--- config.mk ---
export PLATFORM = sky130hd
export DESIGN_NAME = bpru_row_tracker
export DESIGN_NICKNAME = d
export VERILOG_FILES = /design/src/rtl/bpru_pkg.sv /design/src/rtl/bpru_row_tracker.sv
export SDC_FILE = /design/constraint.sdc
export NUM_CORES = 1
export LEC_CHECK = 0
export ABC_AREA = 1
export BUFFER_PORTS_ARGS = -buffer_cell sky130_fd_sc_hd__buf_2
export CAP_MARGIN = 20
export CORE_MARGIN = 2
export CORE_UTILIZATION = 61
export CTS_CLUSTER_SIZE = 30
export DETAILED_ROUTE_END_ITERATION = 12
export HOLD_SLACK_MARGIN = 0.03
export PLACE_DENSITY = 0.88
export SYNTH_ARGS = -nofsm -noshare
export SYNTH_HDL_FRONTEND = slang
export SYNTH_SLANG_ARGS = --single-unit
--- constraint.sdc ---
create_clock -name clock -period 6.2 [get_ports clock]
set_clock_uncertainty 0.1 [all_clocks]
set_input_delay 0.31 -clock clock [delete_from_list [all_inputs] [get_ports clock]]
set_output_delay 0.31 -clock clock [all_outputs]
set_load 0.03 [all_outputs]
--- src/rtl/bpru_pkg.sv ---
package bpru_pkg;

   localparam int MAX_WIDTH             = 4096;
   localparam int MAX_HEIGHT            = 4096;
   localparam int PALETTE_DEPTH_DEFAULT = 256;

   localparam logic OP_PALETTE_LOAD = 1'b0;
   localparam logic OP_DATA_BYTE    = 1'b1;

   localparam logic [1:0] CSR_DEPTH_MODE   = 2'd0;
   localparam logic [1:0] CSR_IMAGE_WIDTH  = 2'd1;
   localparam logic [1:0] CSR_IMAGE_HEIGHT = 2'd2;

   localparam logic [2:0] DEPTH_1  = 3'd0;
   localparam logic [2:0] DEPTH_4  = 3'd1;
   localparam logic [2:0] DEPTH_8  = 3'd2;
   localparam logic [2:0] DEPTH_24 = 3'd3;
   localparam logic [2:0] DEPTH_32 = 3'd4;

   localparam logic [31:0] ALPHA_OPAQUE = 32'hff000000;
   localparam logic [31:0] MASK_AG      = 32'hff00ff00;
   localparam logic [31:0] MASK_RED     = 32'h00ff0000;
   localparam logic [31:0] MASK_BLUE    = 32'h000000ff;

   typedef struct packed {
      logic        operation;
      logic [7:0]  palette_index;
      logic [31:0] palette_word;
      logic [7:0]  data_byte;
   } req_type;

   typedef struct packed {
      logic [31:0] pixel_color;
      logic [11:0] pixel_column;
      logic [11:0] pixel_row;
      logic        last_pixel;
   } rsp_type;

   typedef enum logic [1:0] {
      KIND_BIT,
      KIND_NIBBLE,
      KIND_BYTE,
      KIND_DIRECT
   } pixel_kind_type;

   typedef struct packed {
      pixel_kind_type kind;
      logic [7:0]     data_byte;
      logic [31:0]    direct_color;
      logic [3:0]     count;
      logic [11:0]    column;
      logic [11:0]    row;
      logic           last_row_end;
   } job_type;

   function automatic logic [31:0] swap_red_blue(input logic [31:0] c);
      swap_red_blue = (c & MASK_AG) | ((c & MASK_RED) >> 16) | ((c & MASK_BLUE) << 16);
   endfunction

endpackage

--- src/rtl/bpru_row_tracker.sv ---
module bpru_row_tracker import bpru_pkg::*; (
   input  logic        clock,
   input  logic        reset,
   input  logic        csr_write_en,
   input  logic [1:0]  csr_index,
   input  logic [12:0] csr_wdata,
   input  logic        data_accept,
   input  logic [7:0]  data_byte,
   output logic        job_valid,
   output job_type     job
);

   logic [2:0]  depth_mode_ff, depth_mode_in;
   logic [12:0] image_width_ff, image_width_in;
   logic [12:0] image_height_ff, image_height_in;
   logic [13:0] row_byte_ff, row_byte_in;
   logic [12:0] column_ff, column_in;
   logic [11:0] file_row_ff, file_row_in;
   logic [23:0] gather_ff, gather_in;
   logic [1:0]  gather_count_ff, gather_count_in;

   logic [12:0]    eff_w, eff_h;
   logic [17:0]    w18, row_bits, bits_round;
   logic [14:0]    stride, rb_next;
   logic [12:0]    fr_next, remaining;
   logic           active, gather_full;
   logic [3:0]     n_pix, count;
   pixel_kind_type kind;
   logic [31:0]    direct_color;

   always_comb begin
      if (image_width_ff == 13'd0) begin
         eff_w = 13'd1;
      end else if (image_width_ff > 13'(MAX_WIDTH)) begin
         eff_w = 13'(MAX_WIDTH);
      end else begin
         eff_w = image_width_ff;
      end
      if (image_height_ff == 13'd0) begin
         eff_h = 13'd1;
      end else if (image_height_ff > 13'(MAX_HEIGHT)) begin
         eff_h = 13'(MAX_HEIGHT);
      end else begin
         eff_h = image_height_ff;
      end
   end

   // row stride in bytes, padded to whole 32-bit words
   always_comb begin
      w18 = 18'(eff_w);
      case (depth_mode_ff)
         DEPTH_1: begin
            row_bits = w18;
            kind     = KIND_BIT;
         end
         DEPTH_4: begin
            row_bits = w18 << 2;
            kind     = KIND_NIBBLE;
         end
         DEPTH_24: begin
            row_bits = (w18 << 4) + (w18 << 3);
            kind     = KIND_DIRECT;
         end
         DEPTH_32: begin
            row_bits = w18 << 5;
            kind     = KIND_DIRECT;
         end
         default: begin
            row_bits = w18 << 3;
            kind     = KIND_BYTE;
         end
      endcase
      bits_round = row_bits + 18'd31;
      stride     = {bits_round[17:5], 2'b00};
   end

   always_comb begin
      active    = ({1'b0, file_row_ff} < eff_h) && (column_ff < eff_w);
      remaining = eff_w - column_ff;
      if (depth_mode_ff == DEPTH_24) begin
         gather_full = gather_count_ff >= 2'd2;
         direct_color = {ALPHA_OPAQUE[31:24], gather_ff[7:0], gather_ff[15:8], data_byte};
      end else begin
         gather_full = gather_count_ff == 2'd3;
         direct_color = {data_byte, gather_ff[7:0], gather_ff[15:8], gather_ff[23:16]};
      end
      case (kind)
         KIND_BIT: begin
            n_pix = (remaining >= 13'd8) ? 4'd8 : remaining[3:0];
         end
         KIND_NIBBLE: begin
            n_pix = (remaining >= 13'd2) ? 4'd2 : 4'd1;
         end
         KIND_BYTE: begin
            n_pix = 4'd1;
         end
         default: begin
            n_pix = gather_full ? 4'd1 : 4'd0;
         end
      endcase
      count = active ? n_pix : 4'd0;

      job_valid          = data_accept && (count != 4'd0);
      job.kind           = kind;
      job.data_byte      = data_byte;
      job.direct_color   = direct_color;
      job.count          = count;
      job.column         = column_ff[11:0];
      job.row            = 12'(eff_h - {1'b0, file_row_ff} - 13'd1);
      job.last_row_end   = ({1'b0, file_row_ff} == eff_h - 13'd1)
                           && (column_ff + 13'(count) == eff_w);
   end

   always_comb begin
      depth_mode_in   = depth_mode_ff;
      image_width_in  = image_width_ff;
      image_height_in = image_height_ff;
      row_byte_in     = row_byte_ff;
      column_in       = column_ff;
      file_row_in     = file_row_ff;
      gather_in       = gather_ff;
      gather_count_in = gather_count_ff;
      rb_next         = {1'b0, row_byte_ff} + 15'd1;
      fr_next         = {1'b0, file_row_ff} + 13'd1;

      if (csr_write_en) begin
         case (csr_index)
            CSR_DEPTH_MODE: begin
               depth_mode_in   = csr_wdata[2:0];
               gather_in       = '0;
               gather_count_in = '0;
            end
            CSR_IMAGE_WIDTH: begin
               image_width_in  = csr_wdata;
               gather_in       = '0;
               gather_count_in = '0;
            end
            CSR_IMAGE_HEIGHT: begin
               image_height_in = csr_wdata;
               gather_in       = '0;
               gather_count_in = '0;
            end
            default: begin
            end
         endcase
      end else if (data_accept) begin
         if (active) begin
            column_in = column_ff + 13'(n_pix);
            if (kind == KIND_DIRECT) begin
               if (gather_full) begin
                  gather_in       = '0;
                  gather_count_in = '0;
               end else begin
                  case (gather_count_ff)
                     2'd0: begin
                        gather_in = {gather_ff[23:8], data_byte};
                     end
                     2'd1: begin
                        gather_in = {gather_ff[23:16], data_byte, gather_ff[7:0]};
                     end
                     2'd2: begin
                        gather_in = {data_byte, gather_ff[15:0]};
                     end
                     default: begin
                        gather_in = gather_ff;
                     end
                  endcase
                  gather_count_in = gather_count_ff + 2'd1;
               end
            end
         end
         if (rb_next >= stride) begin
            row_byte_in     = '0;
            column_in       = '0;
            gather_in       = '0;
            gather_count_in = '0;
            file_row_in     = (fr_next >= eff_h) ? 12'd0 : fr_next[11:0];
         end else begin
            row_byte_in = rb_next[13:0];
         end
      end
   end

   always_ff @(posedge clock) begin
      if (reset) begin
         depth_mode_ff   <= DEPTH_8;
         image_width_ff  <= 13'd1;
         image_height_ff <= 13'd1;
         row_byte_ff     <= '0;
         column_ff       <= '0;
         file_row_ff     <= '0;
         gather_ff       <= '0;
         gather_count_ff <= '0;
      end else begin
         depth_mode_ff   <= depth_mode_in;
         image_width_ff  <= image_width_in;
         image_height_ff <= image_height_in;
         row_byte_ff     <= row_byte_in;
         column_ff       <= column_in;
         file_row_ff     <= file_row_in;
         gather_ff       <= gather_in;
         gather_count_ff <= gather_count_in;
      end
   end

endmodule

==> summary.txt, run 1 <==
Run status
  • Status: finished clean

Route
  • Drt first pass iters: 6
  • DR top layer: met4
  • Via count: roughly 11k
  • DR iter-0 viols: a little over 1k
  • Vias per std cell: approximately 5.7
  • WL/cell: about 15 um
  • DR DRC count: 0
  • Routed metal-1 wire length: 11.7 mm
  • Metal3 WL: approximately 2.4 mm
  • Antenna Nets Post-Route: 0
  • WL met2: about 13 mm
  • WL final: about 28 mm

CTS
  • Root Driver: clkbuf_16
  • TritonCTS Buffers: 9
  • Clk Latency, worst-skew pair: roughly 360 ps
  • CTS tree: done
  • Worst-path clk slew: around 70 ps
  • H-Tree Depth: 3
  • CTS sink count: 94
  • CTS max path bufs: 2

Worst setup path
  • Highest-delay cell along the critical path: fa_1
  • Critical path data required time: just under 6000 ps
  • Critical Path Max Stage Delay: approximately 400 ps
  • Max Fanout on Critical Path: 7
  • CP Data Arrival Time: 5480 ps
  • Startpoint types: register
  • Cell mode on critical path: nor2_1
  • Worst Reg-to-Reg Cells: 33
  • CP Launch Point: image_width_ff[8]
  • Worst flop-to-flop path startpoint: image_width_ff[12]
  • Critical path class: reg -> out
  • Worst Setup End Kind: primary output
  • Worst r2r dst: gather_ff[3]
  • R2r setup slk: 560 ps

Synthesis
  • Syn avg cell area: a little over 6 um2
  • Synth Register Bits: 94
  • Post-synthesis adder-cell area fraction: about an eighth
  • Synth Flop Type: dfxtp_1
  • Synth Area in Compound Gates: between 10 and 15%
  • Largest family of logic cells by synthesized area: simple AND/OR/NAND/NOR gates
  • Proportion of synthesized area in mux cells: 0%
  • Post-synth EDFFs: 0
  • Syn Inst Count: 1605
  • Mapped cell area: between 9000 and 10000 um2
  • Part of the Yosys area used for sequential elements: between 10% and 20%
  • Synth Area in Simple Gates: ~36%
  • Synth Area in XOR/XNOR: 4.98%
  • Synth warn: 0
  • Netlist cell types: 59
  • Post-synth ARST share: 0%
  • Synth Net Count: 1724

Placement
  • GPL Wtd Cong: between 1 and 1.5
  • Inst Count DP: 1864
  • Placed instance area: roughly 10000 um2
  • Detail Placement HPWL: ~22 mm
  • Pre-CTS WS: approximately 320 ps
  • Number of buffers added on ports: slightly below 100

Layout
  • Commonest non-fill, non-tap cell in the layout: nand2_1
  • FILL cells: 1461
  • Area growth syn-to-layout: 8.92%
  • Layout cell share with drive strength beyond 1: 14.9%
  • Commonest non-fill, non-tap cells in the layout: nand2_1 (379), inv_1 (217), nor2_1 (163)
  • Non-filler cells, final: around 1.9k
  • FF/Latch Area: approximately 1900 um2
  • Final net count: around 1.8k
  • Area of the multi-input gates: 6830 um2
  • Fin area: 10800 um2
  • # diodes: 0

Power and ir drop
  • Max VDD drop: about 0.19 mV
  • Pwr/cell area: around 200 nW/um2
  • Leakage: 5.49 nW

GRT
  • Largest net degree at the start of global routing: 39
  • Initial antenna violation count: 0
  • First-pass GRT wire length: approximately 46 mm
  • GRT overflow: 0
  • GRT Util Overall: roughly a third
  • Vias in the first global route: 9722

Die
  • Starting Density: about 63%
  • Rows: 46
  • Die ar.: 17300 um2
  • Die Wd: between 100 and 150 um
  • I/O pins: about 100
  • Die height: between 100 and 150 um
  • CORE AREA: 15900 um2

Timing
  • Setup violation total in the final timing report: 0
  • Least-Margin Pin Slew: around 700 ps
  • Fin. max-slew vios: 0
  • Hold Vio Cnt, Final: 0
  • Slew headroom: between 50% and 60%
  • Final Cycle Share: a little over nine tenths
  • Sum of negative setup slack: 0 ps
  • Achievable Freq: approximately 0.17 GHz
  • Minimum clock period: roughly 5900 ps
  • PnR worst setup slack: slightly above 300 ps

Hold path
  • Hold Path Sink: image_height_ff[6]
  • Type of the most critical hold path: in -> reg
  • Worst Hold Path Cells: 3
  • HP Start: csr_wdata[6]

Run
  • Maximum Capacitance Violations: 0
## Yosys cell counts, types with 3 or more instances
cell	number	area share, %
nand2_1	386	15
inv_1	224	8.5
nor2_1	168	6.3
nand3_1	118	5.9
a21oi_1	109	5.5
o21ai_0	98	4.9
dfxtp_1	94	19
ha_1	87	11
buf_4	42	3.2
xor2_1	41	3.6
nand4_1	33	2.1
nor3_1	29	1.5
clkbuf_1	18	0.68
nand2_2	15	0.94
inv_2	13	0.49
xnor2_1	13	1.1
nor2_2	10	0.63
a22oi_1	9	0.68
a21oi_2	8	0.70
nor2_4	8	0.91
o21ai_1	8	0.40
o211ai_1	7	0.53
fa_1	5	1.0
nand3_2	5	0.50
nand3b_1	5	0.38
nor3_2	5	0.50
buf_2	3	0.15
nor2_8	3	0.60
o22ai_1	3	0.19
## how the worst max path moves through the flow
stage | endpoint | slack (ps)
after floorplan | job[0] | 860
after global placement | job[0] | 530
after global routing | job[0] | -90
after CTS | job[0] | 10
final | job[0] | 310
after detailed placement | job[0] | 320
## kinds of logic after synthesis
logic type / count (synthesis)
and+or+nand+nor: 800
xor gates and xnor gates: 55
DFF: 94
adders and majority gates: 92
buffers and inverters: 306
AOI/OAI and AO/OA: 258
## cell type report
| type | count | share of cell area (%) |
|---|---|---|
| repair buffers | 115 | 5.73 |
| inverters | 239 | 8.46 |
| multi-input cells | 1206 | 63.1 |
| well taps | 216 | 2.50 |
| clock inverters | 6 | 0.693 |
| flip-flops and latches | 94 | 17.4 |
| clock buffers | 10 | 2.11 |
## metal layers
layer / up-vias / track usage [%]
met5: - / 0
met4: 0 / 16.5
met3: 106 / 4.98
met2: 487 / 52.4
met1: 4840 / 40.0
li1: 5292 / -
## critical path, delay by kind of cell, from the launching register on
family | cells | cell delay (ps)
AO/OA/AOI/OAI | 1 | 190
adder cells (fa/ha/maj) | 3 | 880
buffers and inverters | 6 | 640
flip-flops | 1 | 350
AND/OR/NAND/NOR | 30 | 3100
## state kept, by name, indices dropped and copies added, names as in the netlist
| name | cells |
|---|---|
| column_ff | 13 |
| depth_mode_ff | 3 |
| file_row_ff | 12 |
| gather_count_ff | 2 |
| gather_ff | 24 |
| image_height_ff | 13 |
| image_width_ff | 13 |
| row_byte_ff | 14 |
## metrics by stage
stage / hold WS (ps) / power (mW) / utilization [%]
global placement: 350 / 1.51 / 65.1
detailed placement: 349 / 1.53 / 65.1
CTS: 115 / 2.11 / 67.1
floorplan: 336 / 1.35 / -
global route: 132 / 2.26 / 68.2
finish: 118 / 2.14 / 68.2
## where the power goes
| part | leakage [nW] | internal [mW] | switching (mW) | total [mW] |
|---|---|---|---|---|
| logic | 4.58 | 0.284 | 0.614 | 0.899 |
| registers | 0.764 | 0.630 | 0.0257 | 0.656 |
| clock network | 0.146 | 0.320 | 0.265 | 0.584 |
| total | 5.49 | 1.23 | 0.905 | 2.14 |
## timing repair
action                                  CTS  global route
hold buffers                              0             0
cloned                                    0             1
buffers inserted                          0             5
resized for setup                         4            44
pin swaps                                 0             6
endpoints found under the setup margin    1             7
(Power assumes the default switching activity.)
==> run 2, diff against run 1 <==
- BUFFER_PORTS_ARGS: -buffer_cell sky130_fd_sc_hd__buf_2 -> unset
- CORE_MARGIN: 2 -> 5
- CORE_UTILIZATION: 61 -> 66
- DONT_BUFFER_PORTS: unset -> 1
- MAX_ROUTING_LAYER: unset -> met4
==> run 2 against run 1 <==
  * Maximum frequency up 0.21%
  * Sequential share of layout area is 0.53 points higher
  * Clock power is 0.7% lower
  * Count of clock-buffer cells in the layout is the same
  * Sequential power rose by 3%
  * Utilization up 3.6 points
  * Global-route usage increased by 0.64 points
  * Critical path type unchanged
  * Largest cell class unchanged
  * Highest routed layer unchanged
==> summary.txt, run 2 (synthesized netlist as in run 1, its figures left out) <==
Run status
  • Status: finished clean

GRT
  • GRT Util Overall: 32.4%
  • Largest net degree at the start of global routing: 39
  • Grt met1 use: around two fifths
  • Busiest layer in global routing: met2
  • GRT overflow: 0
  • Met3 Use GR: under 10%
  • Initial antenna violation count: 0
  • First-pass GRT wire length: 46.5 mm
  • Vias in the first global route: 9583
  • Grt met2 use: approximately half

Layout
  • Commonest non-fill, non-tap cells in the layout: nand2_1 (377), inv_1 (215), nor2_1 (161)
  • # diodes: 0
  • Top flop regs: gather_ff: 24 flops, row_byte_ff: 14 flops
  • Area growth syn-to-layout: 5.65%
  • Layout cell share with drive strength beyond 1: a little over a tenth
  • Commonest non-fill, non-tap cell in the layout: nand2_1
  • Final net count: approximately 1.7k
  • Max reg flops: 24
  • Top reg by flops: gather_ff

Worst setup path
  • Critical path data required time: ~5800 ps
  • CP Data Arrival Time: 5470 ps
  • Max Fanout on Critical Path: 6
  • CP Launch Point: image_width_ff[8]
  • Last element of the critical path: job[0]
  • Worst flop-to-flop path startpoint: image_width_ff[2]
  • Startpoint types: register
  • Critical path class: reg -> out
  • Highest-delay cell along the critical path: fa_1
  • Worst r2r dst: gather_ff[17]
  • Worst Reg-to-Reg Cells: 37
  • R2r setup slk: about 480 ps
  • Critical Path Max Stage Delay: just under 400 ps
  • Worst Setup End Kind: primary output

Power and ir drop
  • Seq pwr share: about a third
  • Net Sw Power: 0.884 mW
  • Total design power: roughly 2.1 mW
  • Switching share of power: between 40% and 50%
  • Max VDD drop: 0.176 mV
  • Combinational power share: between 40% and 50%
  • Pwr/cell area: between 150 and 200 nW/um2
  • Clock power share: between 20 and 30%
  • Leakage: between 5 and 6 nW
  • Cell-internal power: between 1 and 1.5 mW

CTS
  • CTS sink count: 94
  • CTS tree: done
  • TritonCTS Buffers: 9
  • Worst-path clk slew: roughly 70 ps
  • CTS max path bufs: 2
  • H-Tree Depth: 3
  • Root Driver: clkbuf_16
  • Clk Latency, worst-skew pair: 350 ps

Die
  • Starting Density: between 60% and 70%
  • Die height: 133 um
  • Die ar.: 17600 um2
  • I/O pins: between 90 and 100
  • CORE AREA: around 15000 um2
  • Rows: between 40 and 50
  • Die Wd: 133 um

Timing
  • Hold Vio Cnt, Final: 0
  • Least-Margin Pin Slew: slightly above 1000 ps
  • Setup violation total in the final timing report: 0
  • Slew headroom: roughly 32%
  • Fin. max-slew vios: 0
  • Minimum clock period: 5880 ps
  • Achievable Freq: around 0.17 GHz
  • Final Cycle Share: 94.8%
  • Sum of negative setup slack: 0 ps

Route
  • Via count: roughly 10k
  • WL/cell: ~16 um
  • WL final: 29.1 mm
  • Drt first pass iters: 8
  • DR DRC count: 0
  • Antenna Nets Post-Route: 0
  • DR iter-0 viols: ~1.1k
  • Vias per std cell: a little under 6

Placement
  • Detail Placement HPWL: about 23 mm
  • GPL Wtd Cong: about 1
  • Number of buffers added on ports: 0

Hold path
  • Type of the most critical hold path: in -> reg

Run
  • Maximum Capacitance Violations: 0
==> run 2: changes by cell type in the layout (fill, tap and decap cells not counted), moves of 2 or more <==
cell	before	now
buf_2	97	0
nor2_1	163	161
dlygate4sd3_1	0	10
nand2_1	379	377
buf_4	18	29
inv_1	217	215
nand2_4	5	7
nor2_2	15	17
inv_2	17	20
==> run 2: repair_timing <==
item / 4_1_cts / 5_1_grt
setup buffers: 0 / 12
endpoints found under the setup margin: 1 / 10
hold endpoints to repair: 44 / 0
gates resized for setup: 1 / 48
gates cloned: 0 / 1
hold buffers: 11 / 0
pin swaps: 0 / 10
==> run 2: worst max-delay path: cells and delay by family, from the launching register on <==
kind | cells | cell delay [ps]
compound gates | 1 | 210
fa+ha+maj | 3 | 870
simple gates | 28 | 2930
flops | 1 | 350
buf+inv | 7 | 750
==> run 2: worst min-delay path by stage <==
stage,cells past startpoint,endpoint,from
2_1_floorplan,2,image_width_ff[0],csr_wdata[0]
3_3_place_gp,1,gather_ff[16],reset
3_5_place_dp,1,gather_ff[18],reset
4_1_cts,2,gather_ff[11],data_byte[3]
5_1_grt,2,gather_ff[11],data_byte[3]
6_report,2,gather_ff[11],data_byte[3]
==> run 2: through the flow <==
stage	instance area (um2)	worst slack [ps]	hold WS, ps	utilization (%)	std cells
global placement	9860	550	280	67.3	1739
CTS	10300	26.2	31.4	70.2	1766
finish	10500	321	50.6	71.7	1779
global route	10500	-101	56.9	71.7	1779
floorplan	9940	860	336	-	1605
detailed placement	9860	411	281	67.3	1739
==> run 2: final cells by class <==
class                      instances  area [um2]
clock buffer                      10         229
multi-input combinational       1206        6840
fill                            1306        4140
tap                              184         230
clock inverter                     6        75.1
sequential                        94        1880
timing repair buffer              40         338
inverter                         239         912
==> run 2: per-layer routing <==
metal  routed length, um  share of wire, %
met1               11800                40
met3                2620               9.0
met5                   0                 0
met2               13300                46
met4                1370               4.7
==> run 2: power by group through the flow <==
stage	logic, mW	clock network (mW)	registers (mW)
6_report	0.846	0.580	0.673
5_1_grt	0.937	0.605	0.674
4_1_cts	0.805	0.584	0.670
3_5_place_dp	0.789	0	0.684
3_3_place_gp	0.781	0	0.683
2_1_floorplan	0.687	0	0.659
==> run 3, diff against run 2 <==
- MAX_ROUTING_LAYER: met4 -> unset
==> run 3 against run 2 <==
  * Combinational power hardly changed
  * Sequential power hardly changed
  * Routed wire length is 0.57% lower
  * Worst setup slack better by 33 ps
  * Non-clock buffer count is 4 lower
  * Power is 1.8% higher
  * Flip-flop and latch count stayed put
  * First-iteration DRC count is 8.3% lower
  * Count of clock-buffer cells in the layout stayed put
  * Global-route usage is 0.62 points lower
  * Die area stayed put
  * Largest power group unchanged
==> summary.txt, run 3 (synthesized netlist as in run 1, its figures left out) <==
Power and ir drop
  • Max VDD drop: around 0.21 mV
  • Total design power: approximately 2.1 mW
  • Pwr/cell area: ~200 nW/um2
  • Leakage: about 5 nW

Worst setup path
  • Max Fanout on Critical Path: 7
  • CP Data Arrival Time: roughly 5400 ps
  • Critical path class: reg -> out
  • Cell mode on critical path: nand2_1
  • Critical path data required time: 5790 ps
  • Worst Setup End Kind: primary output
  • Startpoint types: register
  • Critical Path Max Stage Delay: roughly 370 ps
  • Highest-delay cell along the critical path: fa_2

Run status
  • Status: finished clean

GRT
  • First-pass GRT wire length: roughly 47 mm
  • Initial antenna violation count: 0
  • GRT overflow: 0
  • Largest net degree at the start of global routing: 37
  • Vias in the first global route: 9516
  • GRT Util Overall: around a third

Layout
  • Top flop regs: gather_ff: 24 flops, row_byte_ff: 14 flops
  • Commonest non-fill, non-tap cells in the layout: nand2_1 (379), inv_1 (215), nor2_1 (163)
  • Final net count: 1704
  • Fin area: approximately 10000 um2
  • Layout cell share with drive strength beyond 1: under 10%
  • Core Util, Final: a little under three quarters
  • Non-filler cells, final: around 1.8k
  • Commonest non-fill, non-tap cell in the layout: nand2_1
  • Max reg flops: 24
  • Top reg by flops: gather_ff
  • # diodes: 0
  • Area growth syn-to-layout: 5.42%

Timing
  • Achievable Freq: 0.171 GHz
  • Setup violation total in the final timing report: 0
  • Final Cycle Share: between 90 and 100%
  • Least-Margin Pin Slew: a little over 1000 ps
  • Sum of negative setup slack: 0 ps
  • Minimum clock period: roughly 5800 ps
  • PnR worst setup slack: 354 ps
  • Fin. max-slew vios: 0
  • Final hold slack: roughly 46 ps
  • Hold Vio Cnt, Final: 0
  • Slew headroom: 30.6%

CTS
  • CTS max path bufs: 2
  • Clk Latency, worst-skew pair: around 350 ps
  • Worst-path clk slew: about 70 ps
  • H-Tree Depth: 3
  • CTS sink count: 94
  • CTS tree: done
  • Root Driver: clkbuf_16
  • TritonCTS Buffers: 9

Route
  • DR iter-0 viols: roughly 970
  • WL final: approximately 29 mm
  • Antenna Nets Post-Route: 0
  • Vias per std cell: between 5 and 6
  • DR DRC count: 0
  • Drt first pass iters: 5
  • WL/cell: between 15 and 20 um
  • Via count: ~10k

Die
  • Die ar.: approximately 18000 um2
  • Die height: 133 um
  • Starting Density: a little under 70%
  • CORE AREA: about 15000 um2
  • I/O pins: 99
  • Rows: 44
  • Die Wd: approximately 130 um

Placement
  • Number of buffers added on ports: 0
  • Inst Count DP: approximately 1.7k
  • GPL Wtd Cong: roughly 1.0
  • Placed instance area: approximately 9900 um2
  • Pre-CTS WS: ~480 ps
  • Detail Placement HPWL: approximately 22 mm

Hold path
  • Type of the most critical hold path: in -> reg

Run
  • Maximum Capacitance Violations: 0
[run 3: path summary, 6_finish.rpt]
kind / from / end / slack [ps] / depth (start not counted)
hold / removal: data_byte[5] / gather_ff[13] / 50 / 2
hold reg to reg: image_height_ff[8] / image_height_ff[8] / 380 / 2
setup reg to reg: image_width_ff[2] / gather_ff[10] / 680 / 32
setup / recovery: image_width_ff[2] / job[0] / 350 / 39
[run 3: what timing repair did]
action	CTS	global route
resized for setup	0	45
buffers inserted	0	6
setup endpoints to repair	0	12
endpoints found under the hold margin	44	0
hold buffers	12	0
[run 3: per-layer routing]
| metal | wire length (um) | global-route usage, % | part of all wire [%] | up-vias |
|---|---|---|---|---|
| li1 | - | - | - | 5117 |
| met1 | 11800 | 40.1 | 41 | 4714 |
| met2 | 13200 | 52.9 | 46 | 528 |
| met3 | 2700 | 6.00 | 9.3 | 109 |
| met4 | 1290 | 14.0 | 4.4 | 0 |
| met5 | 0 | 0 | 0 | - |
[run 3: critical path: cells and delay by family (launching register included)]
family	cells	cell delay (ps)
simple gates	29	2960
buf+inv	7	850
fa+ha+maj	3	890
flops	1	360
[run 3: final cells by class]
cell class | count | area (um2)
multi-input cells | 1205 | 6820
fillers | 1238 | 4160
flip-flops and latches | 94 | 1880
inverters | 239 | 915
repair buffers | 36 | 308
well taps | 184 | 230
clock buffers | 10 | 229
clock inverters | 6 | 97.6
[run 3: report_power, final]
| part | internal [mW] | switching, mW | total, mW |
|---|---|---|---|
| clock | 0.361 | 0.262 | 0.623 |
| combinational | 0.262 | 0.581 | 0.843 |
| sequential | 0.630 | 0.0399 | 0.670 |
