===== config.mk =====
export PLATFORM = sky130hd
export DESIGN_NAME = bpru_pixel_pipe
export DESIGN_NICKNAME = d
export VERILOG_FILES = /design/src/rtl/bpru_pkg.sv /design/src/rtl/bpru_pixel_pipe.sv
export SDC_FILE = /design/constraint.sdc
export NUM_CORES = 1
export LEC_CHECK = 0
export BUFFER_PORTS_ARGS = -buffer_cell sky130_fd_sc_hd__clkbuf_2
export CORE_ASPECT_RATIO = 1.4
export CORE_MARGIN = 2
export CORE_UTILIZATION = 50
export DETAILED_ROUTE_END_ITERATION = 6
export GPL_ROUTABILITY_DRIVEN = 1
export GPL_TIMING_DRIVEN = 1
export HOLD_SLACK_MARGIN = 0.08
export MAX_ROUTING_LAYER = met4
export PLACE_DENSITY = 0.87
export SYNTH_ARGS = -nofsm -noshare
export SYNTH_HDL_FRONTEND = slang
export SYNTH_SLANG_ARGS = --single-unit

===== constraint.sdc =====
create_clock -name clock -period 4.9 [get_ports clock]
set_clock_uncertainty 0.1 [all_clocks]
set_input_delay 0 -clock clock [delete_from_list [all_inputs] [get_ports clock]]
set_output_delay 0 -clock clock [all_outputs]
set_load 0.01 [all_outputs]

===== src/rtl/bpru_pkg.sv =====
package bpru_pkg;

   localparam int MAX_WIDTH             = 4096;
   localparam int MAX_HEIGHT            = 4096;
   localparam int PALETTE_DEPTH_DEFAULT = 256;

   localparam logic OP_PALETTE_LOAD = 1'b0;
   localparam logic OP_DATA_BYTE    = 1'b1;

   localparam logic [1:0] CSR_DEPTH_MODE   = 2'd0;
   localparam logic [1:0] CSR_IMAGE_WIDTH  = 2'd1;
   localparam logic [1:0] CSR_IMAGE_HEIGHT = 2'd2;

   localparam logic [2:0] DEPTH_1  = 3'd0;
   localparam logic [2:0] DEPTH_4  = 3'd1;
   localparam logic [2:0] DEPTH_8  = 3'd2;
   localparam logic [2:0] DEPTH_24 = 3'd3;
   localparam logic [2:0] DEPTH_32 = 3'd4;

   localparam logic [31:0] ALPHA_OPAQUE = 32'hff000000;
   localparam logic [31:0] MASK_AG      = 32'hff00ff00;
   localparam logic [31:0] MASK_RED     = 32'h00ff0000;
   localparam logic [31:0] MASK_BLUE    = 32'h000000ff;

   typedef struct packed {
      logic        operation;
      logic [7:0]  palette_index;
      logic [31:0] palette_word;
      logic [7:0]  data_byte;
   } req_type;

   typedef struct packed {
      logic [31:0] pixel_color;
      logic [11:0] pixel_column;
      logic [11:0] pixel_row;
      logic        last_pixel;
   } rsp_type;

   typedef enum logic [1:0] {
      KIND_BIT,
      KIND_NIBBLE,
      KIND_BYTE,
      KIND_DIRECT
   } pixel_kind_type;

   typedef struct packed {
      pixel_kind_type kind;
      logic [7:0]     data_byte;
      logic [31:0]    direct_color;
      logic [3:0]     count;
      logic [11:0]    column;
      logic [11:0]    row;
      logic           last_row_end;
   } job_type;

   function automatic logic [31:0] swap_red_blue(input logic [31:0] c);
      swap_red_blue = (c & MASK_AG) | ((c & MASK_RED) >> 16) | ((c & MASK_BLUE) << 16);
   endfunction

endpackage


===== src/rtl/bpru_pixel_pipe.sv =====
module bpru_pixel_pipe import bpru_pkg::*; #(
   parameter int PALETTE_DEPTH = PALETTE_DEPTH_DEFAULT,
   localparam int AddrWidth = $clog2(PALETTE_DEPTH)
) (
   input  logic                 clock,
   input  logic                 reset,
   input  logic                 job_valid,
   input  job_type              job,
   output logic                 job_ready,
   output logic                 rd_en,
   output logic [AddrWidth-1:0] rd_addr,
   input  logic [31:0]          rd_data,
   output logic                 rsp_valid,
   input  logic                 rsp_ready,
   output rsp_type              rsp_data
);

   // issue stage: a pixel of the byte per unstalled cycle
   logic        a_valid_ff, a_valid_in;
   job_type     a_job_ff, a_job_in;
   logic [2:0]  a_step_ff, a_step_in;

   // palette read stage
   logic        b_valid_ff, b_valid_in;
   logic        b_direct_ff, b_direct_in;
   logic        b_oor_ff, b_oor_in;
   logic [31:0] b_color_ff, b_color_in;
   logic [11:0] b_col_ff, b_col_in;
   logic [11:0] b_row_ff, b_row_in;
   logic        b_last_ff, b_last_in;

   logic        rsp_valid_ff, rsp_valid_in;
   rsp_type     rsp_data_ff, rsp_data_in;

   logic        rsp_take, b_move, b_free, issue, final_pix;
   logic [7:0]  pal_idx;

   always_comb begin
      case (a_job_ff.kind)
         KIND_BIT: begin
            pal_idx = {7'd0, a_job_ff.data_byte[3'd7 - a_step_ff]};
         end
         KIND_NIBBLE: begin
            pal_idx = (a_step_ff == 3'd0) ? {4'd0, a_job_ff.data_byte[7:4]}
                                          : {4'd0, a_job_ff.data_byte[3:0]};
         end
         default: begin
            pal_idx = a_job_ff.data_byte;
         end
      endcase
      rsp_take  = !rsp_valid_ff || rsp_ready;
      b_move    = b_valid_ff && rsp_take;
      b_free    = !b_valid_ff || rsp_take;
      issue     = a_valid_ff && b_free;
      final_pix = ({1'b0, a_step_ff} + 4'd1) == a_job_ff.count;
      job_ready = !a_valid_ff || (issue && final_pix);
      rd_en     = issue && (a_job_ff.kind != KIND_DIRECT);
      rd_addr   = pal_idx[AddrWidth-1:0];
   end

   always_comb begin
      a_valid_in = a_valid_ff;
      a_job_in   = a_job_ff;
      a_step_in  = a_step_ff;
      if (job_valid) begin
         a_valid_in = 1'b1;
         a_job_in   = job;
         a_step_in  = '0;
      end else if (issue && final_pix) begin
         a_valid_in = 1'b0;
      end else if (issue) begin
         a_step_in = a_step_ff + 3'd1;
      end

      b_valid_in  = b_valid_ff;
      b_direct_in = b_direct_ff;
      b_oor_in    = b_oor_ff;
      b_color_in  = b_color_ff;
      b_col_in    = b_col_ff;
      b_row_in    = b_row_ff;
      b_last_in   = b_last_ff;
      if (issue) begin
         b_valid_in  = 1'b1;
         b_direct_in = a_job_ff.kind == KIND_DIRECT;
         b_oor_in    = {1'b0, pal_idx} >= 9'(PALETTE_DEPTH);
         b_color_in  = a_job_ff.direct_color;
         b_col_in    = a_job_ff.column + 12'(a_step_ff);
         b_row_in    = a_job_ff.row;
         b_last_in   = a_job_ff.last_row_end && final_pix;
      end else if (b_move) begin
         b_valid_in = 1'b0;
      end

      rsp_valid_in = rsp_valid_ff;
      rsp_data_in  = rsp_data_ff;
      if (b_move) begin
         rsp_valid_in = 1'b1;
         if (b_direct_ff) begin
            rsp_data_in.pixel_color = b_color_ff;
         end else if (b_oor_ff) begin
            rsp_data_in.pixel_color = '0;
         end else begin
            rsp_data_in.pixel_color = rd_data;
         end
         rsp_data_in.pixel_column = b_col_ff;
         rsp_data_in.pixel_row    = b_row_ff;
         rsp_data_in.last_pixel   = b_last_ff;
      end else if (rsp_ready) begin
         rsp_valid_in = 1'b0;
      end
   end

   always_ff @(posedge clock) begin
      if (reset) begin
         a_valid_ff   <= 1'b0;
         b_valid_ff   <= 1'b0;
         rsp_valid_ff <= 1'b0;
      end else begin
         a_valid_ff   <= a_valid_in;
         b_valid_ff   <= b_valid_in;
         rsp_valid_ff <= rsp_valid_in;
      end
   end

   always_ff @(posedge clock) begin
      a_job_ff    <= a_job_in;
      a_step_ff   <= a_step_in;
      b_direct_ff <= b_direct_in;
      b_oor_ff    <= b_oor_in;
      b_color_ff  <= b_color_in;
      b_col_ff    <= b_col_in;
      b_row_ff    <= b_row_in;
      b_last_ff   <= b_last_in;
      rsp_data_ff <= rsp_data_in;
   end

   assign rsp_valid = rsp_valid_ff;
   assign rsp_data  = rsp_data_ff;

endmodule


==> flow_summary_export.csv, run 1 <==
group,metric,value,unit
status,outcome,"finished clean",
synth,ys_top_cells_by_area,"edfxtp_1, mux2_2, dfxtp_1",
synth,seq_area_frac_synth,0.842,
clock_network,cts.sinks,192,
clock_network,cts_resized,0,
clock_network,htree_levels,4,
power,power_frac_comb,0.085,
worst_setup_path,critical_path.top_delay_family,"flip-flops",
floorplanning,core_area,0.0133,mm^2
worst_setup_path,worst_path_max_delay_cell,"dfxtp_1",
synth,async_reset_ff_frac,0,
floorplanning,io-pin-count,175,
synth,synth.largest_area_cell,"edfxtp_1",
placed_design,dp_cells,676,
timing,maxSlewHeadroom,0.359,
worst_setup_path,crit_fanout,8,
grt,first_global_vias,4327,
synth,ys_warn_count,0,
timing,hold_ws,0.173,ns
synth,synth.cell_area,0.00677,mm^2
synth,syn-mean-instance-area,21.0,um^2
clock_network,cts-buffers-inserted,17,
power,swShare,0.222,
worst_setup_path,setup.worst_path.class,"flip-flop to output pin",
floorplanning,die_h,142,um
cells_and_area,stdcell_count,816,
flow_run,drv_cap,0,
worst_setup_path,cp.arrival,2.35,ns
synth,synth-seq-cells,192,
synth,synth_nets,436,
worst_setup_path,max_stage_delay,0.53,ns
worst_setup_path,rrSetupSlack,2.78,ns
timing,fmax,0.408,GHz
power,clkPwrFrac,0.368,
grt,grt_antenna_before_repair,2,
clock_network,clkTransAtPathRegs,0.07,ns
power,p_int,2830,uW
worst_setup_path,critPathBufInv,2,
grt,grt-ovfl-total,0,
synth,syn_inst,323,
placed_design,place_hpwl,7810,um
grt,grt_first_pass_wirelength,20900,um
placed_design,gp_congestion,0.735,
timing,setup_violations,0,
timing,slew_viol_final,0,
power,total_power,3630,uW
worst_setup_path,worstPathCellList,"inv_1, ha_1, xnor2_1, nand2_1, a211oi_4, nand2_1, nand2_1, clkbuf_2",
timing,finalHoldViolCount,0,
power,cellPowerDensity,381,mW/mm^2
cells_and_area,final_nets,732,
floorplanning,initial_utilization,0.508,
drt,drc,0,
hold_path,hold_class,"primary input to flip-flop",
synth,synth_flop_cell,"edfxtp_1",
power,peakVddDrop,0.000222,V
drt,drt_pass1_iterations,4,
drt,ant_nets,0,
worst_setup_path,worst_setup_path_start_kind,"flip-flop",
power,p_leak,0.00369,uW
synth,synth_edf_count,186,
placed_design,io_buffers,174,
grt,grtUsageTotal,0.199,
synth,synth_top_area_frac,0.825,
floorplanning,fp.dieW,102,um
clock_network,holdBufCountCts,106,
floorplanning,dieArea,0.0145,mm^2
cells_and_area,fill_cells,799,
cells_and_area,final_layout_size_suffix_gt1_frac,0.388,
drt,vias,3892,
clock_network,cts_setup_buffers,0,
clock_network,insertion_delay,0.41,ns
timing,worstMarginPinSlew,0.962,ns
floorplanning,num_rows,50,
worst_setup_path,critPathRequiredTime,4.80,ns
clock_network,cts_max_path_buffers,2,
worst_setup_path,endpoint_kind,"output pin",
timing,grt_setup_unrepaired,"false",
clock_network,root_buffer,"clkbuf_16",
grt,grt_max_degree,79,
drt,viasPerCell,4.77,
power,switchingPower,808,uW
timing,finalCritPeriodShare,0.501,
timing,final.min_clock_period,2.45,ns
worst_setup_path,worst_path_most_repeated_cell,"nand2_1",
drt,wl_per_cell,16.5,um
drt,wl,13400,um
timing,totalNegativeSetupSlack,0,ns
synth,netlist-cell-type-count,38,
drt,drt_iter0_markers,105,
power,seq_power_share,0.546,
clock_network,cts_tree,"yes",
cells_and_area,syn2layout_area_growth,40.6,%
==> flip-flops by register name, summed over array words and instances (netlist names) <==
register and cells:
b_col_ff 12, b_valid_ff 1, rsp_data 57, b_color_ff 32, b_row_ff 12, b_last_ff 1, b_direct_ff 1, a_valid_ff 1
a_job_ff 71, a_step_ff 3, rsp_valid 1
==> cells in the final DEF, fill, tap and decap left out, types with 3 or more instances in the layout <==
master,Yosys,final
inv_1,6,5
and2_1,7,7
nor2_1,14,14
mux2_1,3,3
xnor2_1,7,7
inv_8,0,4
ha_1,5,5
nand2_1,9,9
a22o_1,6,6
nand3_1,3,3
dfxtp_1,6,6
clkbuf_16,0,17
xor2_1,6,6
buf_4,0,4
edfxtp_1,186,186
dlygate4sd3_1,0,106
mux2_2,29,29
clkbuf_2,0,173
a21oi_1,3,3
==> stage by stage <==
step	utilization	setup WS [ns]	instance area (um^2)
2_1_floorplan	-	1.28	6770
3_3_place_gp	0.591	2.89	7880
3_5_place_dp	0.591	2.81	7880
4_1_cts	0.714	2.44	9520
5_1_grt	0.715	2.26	9530
6_report	0.715	2.45	9530
==> Yosys cell counts (2+ instances only) <==
| library cell | n |
|---|---|
| nand2b_1 | 2 |
| inv_1 | 6 |
| a21o_1 | 2 |
| clkbuf_1 | 2 |
| mux4_2 | 2 |
| buf_1 | 3 |
| mux2_2 | 29 |
| nor2_1 | 14 |
| xor2_1 | 6 |
| edfxtp_1 | 186 |
| and2_1 | 7 |
| nand2_1 | 9 |
| dfxtp_1 | 6 |
| a22o_1 | 6 |
| o31ai_1 | 2 |
| mux2_1 | 3 |
| a21oi_1 | 3 |
| nor2b_1 | 3 |
| ha_1 | 5 |
| nand3_1 | 3 |
| xnor2_1 | 7 |
==> final cells by class <==
cell class | instances | area (um^2) | share of cell area
antenna | 2 | 5.00 | 0.000525
inverter | 6 | 22.5 | 0.00236
multi-input combinational | 119 | 1030 | 0.108
clock buffer | 17 | 425 | 0.0447
clock inverter | 15 | 154 | 0.0162
timing repair buffer | 283 | 1960 | 0.205
sequential | 192 | 5710 | 0.599
tap | 182 | 228 | 0.0239
==> worst reg2reg max path: cells and delay by family, from the launching register on <==
family / cells / cell delay (ns)
flops: 1 / 0.53
fa+ha+maj: 1 / 0.35
xor+xnor: 1 / 0.15
buf+inv: 1 / 0.15
compound gates: 2 / 0.22
simple gates: 2 / 0.56
==> per-layer routing <==
metal  track usage  share of wire
met2         0.359           0.58
met5             -              0
met3        0.0443          0.037
met4        0.0793          0.021
met1         0.208           0.36
==> power by group through the flow <==
stage,Combinational (uW),Sequential (uW),Clock (uW)
3_3_place_gp,226,2010,0
5_1_grt,337,2000,1430
2_1_floorplan,117,2020,0
3_5_place_dp,237,2020,0
6_report,310,1990,1340
4_1_cts,308,1990,1370
==> worst paths after layout <==
kind	start	to	depth (start not counted)
max	a_step_ff[0]	job_ready	8
min	job_valid	a_job_ff[2]	1
max reg2reg	a_step_ff[0]	a_step_ff[2]	7
min reg2reg	a_job_ff[46]	b_color_ff[17]	0
==> cell families (layout without fill, tap and decap cells) <==
family,after synthesis,in the layout,synth area share
other cells,0,2,0
xor+xnor,13,13,0.0168
compound gates,22,22,0.0281
simple gates,44,44,0.0338
fa+ha+maj,6,6,0.0122
flops,192,192,0.842
mux,34,34,0.0599
buf+inv,12,321,0.00683
Note: power is estimated with default switching activity, not from simulation.
==> run 2, diff against run 1 <==
==> constraint.sdc (replaced) <==
create_clock -name clock -period 2.5 [get_ports clock]
set_clock_uncertainty 0.1 [all_clocks]
set_input_delay 0 -clock clock [delete_from_list [all_inputs] [get_ports clock]]
set_output_delay 0 -clock clock [all_outputs]
set_load 0.01 [all_outputs]
==> run 2 against run 1 <==
  * Routed wire length shrank 0.48%
  * Critical path type unchanged
  * Global-route usage is essentially flat
  * Largest cell class unchanged
  * Clock power grew 100%
  * Critical endpoint unchanged
==> flow_summary_export.csv, run 2 (same netlist as run 1, synthesis figures left out) <==
group,metric,value,unit
placed_design,gp_congestion,0.833,
clock_network,root_buffer,"clkbuf_16",
worst_setup_path,setup.worst_path.class,"flip-flop to output pin",
power,switchingPower,1580,uW
clock_network,insertion_delay,0.42,ns
power,clkPwrFrac,0.376,
worst_setup_path,endpoint_kind,"output pin",
timing,finalHoldViolCount,0,
timing,slew_viol_final,0,
drt,vias,3907,
placed_design,dpl_cell_area,0.00791,mm^2
clock_network,cts.sinks,192,
cells_and_area,syn2layout_area_growth,41.2,%
worst_setup_path,worst_setup_path_start_kind,"flip-flop",
placed_design,io_buffers,174,
floorplanning,num_rows,50,
timing,maxSlewHeadroom,0.361,
drt,ant_nets,0,
cells_and_area,final_cell_mix,"edfxtp_1, clkbuf_2, dlygate4sd3_1",
power,p_int,5640,uW
timing,setup_violations,0,
status,outcome,"finished clean",
timing,finalCritPeriodShare,0.938,
power,total_power,7220,uW
clock_network,cts_tree,"yes",
power,peakVddDrop,0.000452,V
timing,hold_ws,0.162,ns
drt,wl,13400,um
drt,viasPerCell,4.81,
clock_network,clkTransAtPathRegs,0.07,ns
grt,first_global_vias,4159,
timing,totalNegativeSetupSlack,0,ns
floorplanning,core_area,0.0133,mm^2
placed_design,place_hpwl,7880,um
grt,grtUsageTotal,0.199,
cells_and_area,final_common_cell,"edfxtp_1",
timing,grt_setup_unrepaired,"false",
flow_run,drv_cap,0,
power,seq_power_share,0.539,
clock_network,cts_max_path_buffers,2,
power,power_frac_comb,0.085,
floorplanning,die_h,142,um
worst_setup_path,cp.arrival,2.25,ns
grt,grt_antenna_before_repair,0,
grt,grt_first_pass_wirelength,20700,um
cells_and_area,final_layout_size_suffix_gt1_frac,0.393,
timing,fmax,0.426,GHz
cells_and_area,final_cell_area,0.00956,mm^2
drt,wl_per_cell,16.5,um
clock_network,cts_setup_buffers,0,
grt,grt_max_degree,79,
drt,drc,0,
power,swShare,0.218,
hold_path,hold_class,"primary input to flip-flop",
floorplanning,fp.dieW,102,um
cells_and_area,largest_reg_flops,71,
clock_network,htree_levels,4,
floorplanning,dieArea,0.0145,mm^2
clock_network,cts-buffers-inserted,17,
timing,final.min_clock_period,2.35,ns
cells_and_area,final_nets,731,
cells_and_area,largest-register,"a_job_ff",
power,p_leak,0.00370,uW
worst_setup_path,critPathRequiredTime,2.40,ns
worst_setup_path,crit_fanout,8,
power,cellPowerDensity,755,mW/mm^2
drt,drt_pass1_iterations,4,
timing,worstMarginPinSlew,0.959,ns
drt,drt_iter0_markers,126,
floorplanning,io-pin-count,175,
floorplanning,initial_utilization,0.508,
grt,grt-ovfl-total,0,
cells_and_area,diodes,0,
[run 2: cell types whose count changed in the layout (fill, tap and decap cells not counted)]
| cell | previous run | this run |
|---|---|---|
| buf_12 | 0 | 2 |
| clkinv_2 | 1 | 0 |
| bufinv_16 | 1 | 2 |
| dfxtp_1 | 6 | 4 |
| inv_8 | 4 | 2 |
| buf_4 | 4 | 2 |
| diode_2 | 2 | 0 |
| clkinv_1 | 2 | 0 |
| dfxtp_2 | 0 | 2 |
| clkinv_4 | 2 | 5 |
| dlygate4sd3_1 | 106 | 105 |
| clkbuf_1 | 0 | 1 |
[run 2: per-layer routing]
layer  vias up  share of wire  global-route usage
li1       1847              -                   -
met1      1894           0.37               0.209
met2       134           0.56               0.353
met3        32          0.044              0.0458
met4         0          0.024              0.0842
met5         -              0                   -
[run 2: worst max-delay path, stage by stage (launching register included)]
cell and delay, ns:
dfxtp_2 0.38, ha_1 0.24, xor2_1 0.19, or3_4 0.36, a211oi_4 0.36, nand2_1 0.09, nand2_1 0.07, clkbuf_2 0.13
[run 2: final timing paths]
kind / start / end / slack, ns / depth (start not counted)
max: a_step_ff[0] / job_ready / 0.15 / 7
min: job_valid / a_step_ff[2] / 0.16 / 2
max reg2reg: a_step_ff[0] / a_step_ff[2] / 0.48 / 6
min reg2reg: a_job_ff[29] / b_color_ff[0] / 0.31 / 0
[run 2: stage by stage]
stage	util	setup slack (ns)	instances
CTS	0.717	0.0485	813
floorplan	-	0.108	323
finish	0.718	0.154	813
detailed placement	0.593	0.404	676
global placement	0.593	0.490	676
global route	0.718	0.0657	813
[run 2: final cells by class]
class,count,area [um^2]
fillers,804,3760
well taps,182,228
flip-flops and latches,192,5710
repair buffers,282,1970
inverters,6,22.5
clock inverters,14,175
clock buffers,18,429
multi-input cells,119,1030
[run 2: power groups by stage]
stage | registers (uW) | logic, uW | clock network [uW]
6_report | 3890 | 613 | 2710
5_1_grt | 3910 | 667 | 2880
4_1_cts | 3890 | 610 | 2750
3_5_place_dp | 3960 | 472 | 0
3_3_place_gp | 3940 | 453 | 0
2_1_floorplan | 3950 | 231 | 0
[run 2: timing repair]
action                                  CTS  global route
gates resized for setup                   0             2
endpoints found under the setup margin    0             2
endpoints found under the hold margin   106             0
hold buffers                            105             0
==> run 3, diff against run 2 <==
--- a/config.mk
+++ b/config.mk
@@ -9,12 +9,14 @@
 export CORE_ASPECT_RATIO = 1.4
 export CORE_MARGIN = 2
 export CORE_UTILIZATION = 50
+export CTS_BUF_LIST = sky130_fd_sc_hd__clkbuf_4
 export DETAILED_ROUTE_END_ITERATION = 6
 export GPL_ROUTABILITY_DRIVEN = 1
 export GPL_TIMING_DRIVEN = 1
 export HOLD_SLACK_MARGIN = 0.08
 export MAX_ROUTING_LAYER = met4
 export PLACE_DENSITY = 0.87
+export REMOVE_ABC_BUFFERS = 1
 export SYNTH_ARGS = -nofsm -noshare
 export SYNTH_HDL_FRONTEND = slang
 export SYNTH_SLANG_ARGS = --single-unit
==> constraint.sdc (replaced) <==
create_clock -name clock -period 2.8 [get_ports clock]
set_clock_uncertainty 0.1 [all_clocks]
set_input_delay 0 -clock clock [delete_from_list [all_inputs] [get_ports clock]]
set_output_delay 0 -clock clock [all_outputs]
set_load 0.01 [all_outputs]
==> run 3 against run 2 <==
  * The run now fails in clock tree synthesis (4_1_cts)
  * Synthesized cell count unchanged
  * Synthesized area stayed put
==> flow_summary_export.csv, run 3 <==
group,metric,value,unit
synth,synth-seq-cells,192,
clock_network,root_buffer,"clkbuf_4",
synth,synth_top_area_frac,0.825,
clock_network,cts_setup_buffers,0,
synth,syn_inst,323,
placed_design,io_buffers,174,
floorplanning,num_rows,50,
clock_network,holdBufCountCts,143,
clock_network,cts_resized,0,
clock_network,cts_max_path_buffers,2,
synth,synth.cell_area,0.00677,mm^2
clock_network,cts.sinks,192,
floorplanning,initial_utilization,0.508,
synth,ys_warn_count,0,
placed_design,gp_congestion,0.829,
synth,seq_area_frac_synth,0.842,
synth,async_reset_ff_frac,0,
clock_network,cts-buffers-inserted,17,
status,outcome,"did not finish",
synth,yosysMostFrequentCell,"edfxtp_1",
floorplanning,fp.dieW,102,um
synth,yosys-top-cells-count,"edfxtp_1, mux2_2, nor2_1",
floorplanning,io-pin-count,175,
synth,syn-mean-instance-area,21.0,um^2
placed_design,place_hpwl,8400,um
synth,netlist-cell-type-count,38,
floorplanning,die_h,142,um
status,haltStage,"clock tree synthesis (4_1_cts)",
placed_design,dpl_cell_area,0.00791,mm^2
synth,synth_edf_count,186,
status,first-error,"[ERROR RSZ-0060] Max buffer count reached.",
synth,synth_flop_cell,"edfxtp_1",
synth,synth.largest_area_cell,"edfxtp_1",
synth,ys_top_cells_by_area,"edfxtp_1, mux2_2, dfxtp_1",
clock_network,htree_levels,4,
## run 3: cell counts after synthesis
No cell type changed its count.
## run 3: cell families after synthesis
group | Yosys count | share of synthesized area
AO/OA/AOI/OAI | 22 | 0.0281
XOR/XNOR | 13 | 0.0168
adder cells (fa/ha/maj) | 6 | 0.0122
buffers and inverters | 12 | 0.00683
flip-flops | 192 | 0.842
multiplexers | 34 | 0.0599
AND/OR/NAND/NOR | 44 | 0.0338
## run 3: stage by stage
step / cells / worst slack (ns) / setup TNS [ns]
floorplan: 317 / -0.819 / -46.69
global placement: 678 / 0.790 / 0
detailed placement: 678 / 0.674 / 0
==> run 4, diff against run 3 <==
==> config.mk (replaced) <==
export PLATFORM = sky130hd
export DESIGN_NAME = bpru_pixel_pipe
export DESIGN_NICKNAME = d
export VERILOG_FILES = /design/src/rtl/bpru_pkg.sv /design/src/rtl/bpru_pixel_pipe.sv
export SDC_FILE = /design/constraint.sdc
export NUM_CORES = 1
export LEC_CHECK = 0
export BUFFER_PORTS_ARGS = -buffer_cell sky130_fd_sc_hd__clkbuf_2
export CORE_MARGIN = 2
export CORE_UTILIZATION = 35
export DETAILED_ROUTE_END_ITERATION = 6
export GPL_ROUTABILITY_DRIVEN = 1
export GPL_TIMING_DRIVEN = 1
export PLACE_DENSITY_LB_ADDON = 0.15
export REMOVE_ABC_BUFFERS = 1
export SYNTH_ARGS = -nofsm -noshare
export SYNTH_HDL_FRONTEND = slang
export SYNTH_SLANG_ARGS = --single-unit
==> run 4 against run 3 <==
  * The flow now finishes without violations
==> flow_summary_export.csv, run 4 (same netlist as run 1, synthesis figures left out) <==
group,metric,value,unit
status,outcome,"finished clean",
cells_and_area,stdcell_count,893,
clock_network,clkTransAtPathRegs,0.07,ns
worst_setup_path,worst_setup_path_start_kind,"flip-flop",
worst_setup_path,max_stage_delay,0.54,ns
grt,grtUsageTotal,0.128,
clock_network,cts_setup_buffers,0,
worst_setup_path,endpoint_kind,"output pin",
power,p_int,5030,uW
placed_design,gp_congestion,0.716,
cells_and_area,final_nets,733,
power,swShare,0.214,
floorplanning,io-pin-count,175,
cells_and_area,multi_input_area,0.00103,mm^2
flow_run,drv_cap,0,
worst_setup_path,worst_path_most_repeated_cell,"nand2_1",
clock_network,cts-buffers-inserted,17,
grt,grt_antenna_before_repair,0,
power,cellPowerDensity,661,mW/mm^2
timing,finalCritPeriodShare,0.885,
drt,drt_pass1_iterations,4,
clock_network,cts_resized,0,
cells_and_area,final_core_util,0.513,
timing,slew_viol_final,0,
grt,grt-ovfl-total,0,
clock_network,holdBufCountCts,106,
drt,wl,12700,um
power,power_frac_comb,0.085,
power,total_power,6400,uW
timing,grt_setup_unrepaired,"false",
worst_setup_path,worstPathCellList,"ha_1, xor2_1, or3_4, a211oi_4, nand2_1, nand2_1, clkbuf_2",
placed_design,place_hpwl,8150,um
timing,final.min_clock_period,2.48,ns
grt,grt_first_pass_wirelength,19600,um
power,switchingPower,1370,uW
placed_design,dp_cells,755,
floorplanning,fp.dieW,143,um
floorplanning,die_h,143,um
timing,hold_ws,0.0131,ns
timing,setup_violations,0,
worst_setup_path,worst_path_max_delay_cell,"dfxtp_1",
floorplanning,core_area,0.0188,mm^2
cells_and_area,regArea,0.00571,mm^2
grt,first_global_vias,3969,
worst_setup_path,critPathRequiredTime,2.70,ns
clock_network,cts_tree,"yes",
cells_and_area,syn2layout_area_growth,42.8,%
cells_and_area,largest-register,"a_job_ff",
timing,maxSlewHeadroom,0.588,
cells_and_area,diodes,0,
timing,worstMarginPinSlew,0.617,ns
floorplanning,num_rows,50,
cells_and_area,final_common_cell,"edfxtp_1",
floorplanning,initial_utilization,0.360,
drt,vias,3819,
drt,drt_iter0_markers,165,
clock_network,htree_levels,4,
worst_setup_path,cp.arrival,2.38,ns
drt,wl_per_cell,14.2,um
cells_and_area,final_layout_size_suffix_gt1_frac,0.389,
power,peakVddDrop,0.000445,V
floorplanning,dieArea,0.0205,mm^2
drt,viasPerCell,4.28,
grt,grt_max_degree,58,
timing,fmax,0.403,GHz
power,clkPwrFrac,0.373,
clock_network,cts_max_path_buffers,2,
placed_design,io_buffers,174,
timing,finalHoldViolCount,0,
power,p_leak,0.00371,uW
drt,drc,0,
power,seq_power_share,0.542,
cells_and_area,fill_cells,1584,
drt,ant_nets,0,
worst_setup_path,crit_fanout,8,
cells_and_area,final_cell_mix,"edfxtp_1, clkbuf_2, dlygate4sd3_1",
clock_network,cts.sinks,192,
clock_network,insertion_delay,0.42,ns
cells_and_area,largest_reg_flops,71,
hold_path,hold_class,"primary input to flip-flop",
clock_network,root_buffer,"clkbuf_16",
worst_setup_path,setup.worst_path.class,"flip-flop to output pin",
[run 4: path summary, 6_finish.rpt]
check               start            end  slack, ns  depth (start not counted)
max          a_step_ff[1]      job_ready       0.32                          7
min             job_valid   a_job_ff[20]       0.01                          1
max reg2reg  a_step_ff[1]   a_step_ff[2]       0.73                          6
min reg2reg  a_job_ff[33]  b_color_ff[4]       0.32                          0
[run 4: per-stage QoR]
step | worst slack [ns] | cell area [um^2] | TNS (ns)
2_1_floorplan | -0.819 | 6750 | -46.69
3_3_place_gp | 0.807 | 8020 | 0
3_5_place_dp | 0.738 | 8020 | 0
4_1_cts | 0.295 | 9670 | 0
5_1_grt | 0.133 | 9670 | 0
6_report | 0.321 | 9670 | 0
[run 4: layout make-up]
cell class              count  share of cell area
flip-flops and latches    192               0.590
multi-input cells         119               0.106
well taps                 260              0.0336
clock inverters            14              0.0162
clock buffers              18              0.0444
repair buffers            284               0.207
inverters                   6             0.00233
[run 4: power groups by stage]
stage | sequential [uW] | clock, uW | combinational, uW
4_1_cts | 3470 | 2470 | 555
6_report | 3470 | 2380 | 543
5_1_grt | 3490 | 2600 | 598
3_5_place_dp | 3530 | 0 | 433
2_1_floorplan | 3550 | 0 | 189
3_3_place_gp | 3530 | 0 | 422
[run 4: critical path, delay by kind of cell, from the launching register on]
family,cells,cell delay (ns)
buffers and inverters,1,0.14
DFF,1,0.54
AOI/OAI and AO/OA,1,0.36
adders and majority gates,1,0.27
and+or+nand+nor,3,0.55
xor gates and xnor gates,1,0.11
[run 4: layer usage]
layer	track usage	wire length [um]	vias up
li1	-	-	1858
met1	0.150	5340	1814
met2	0.226	6430	133
met3	0.0345	732	14
met4	0.0495	183	0
met5	0	0	-
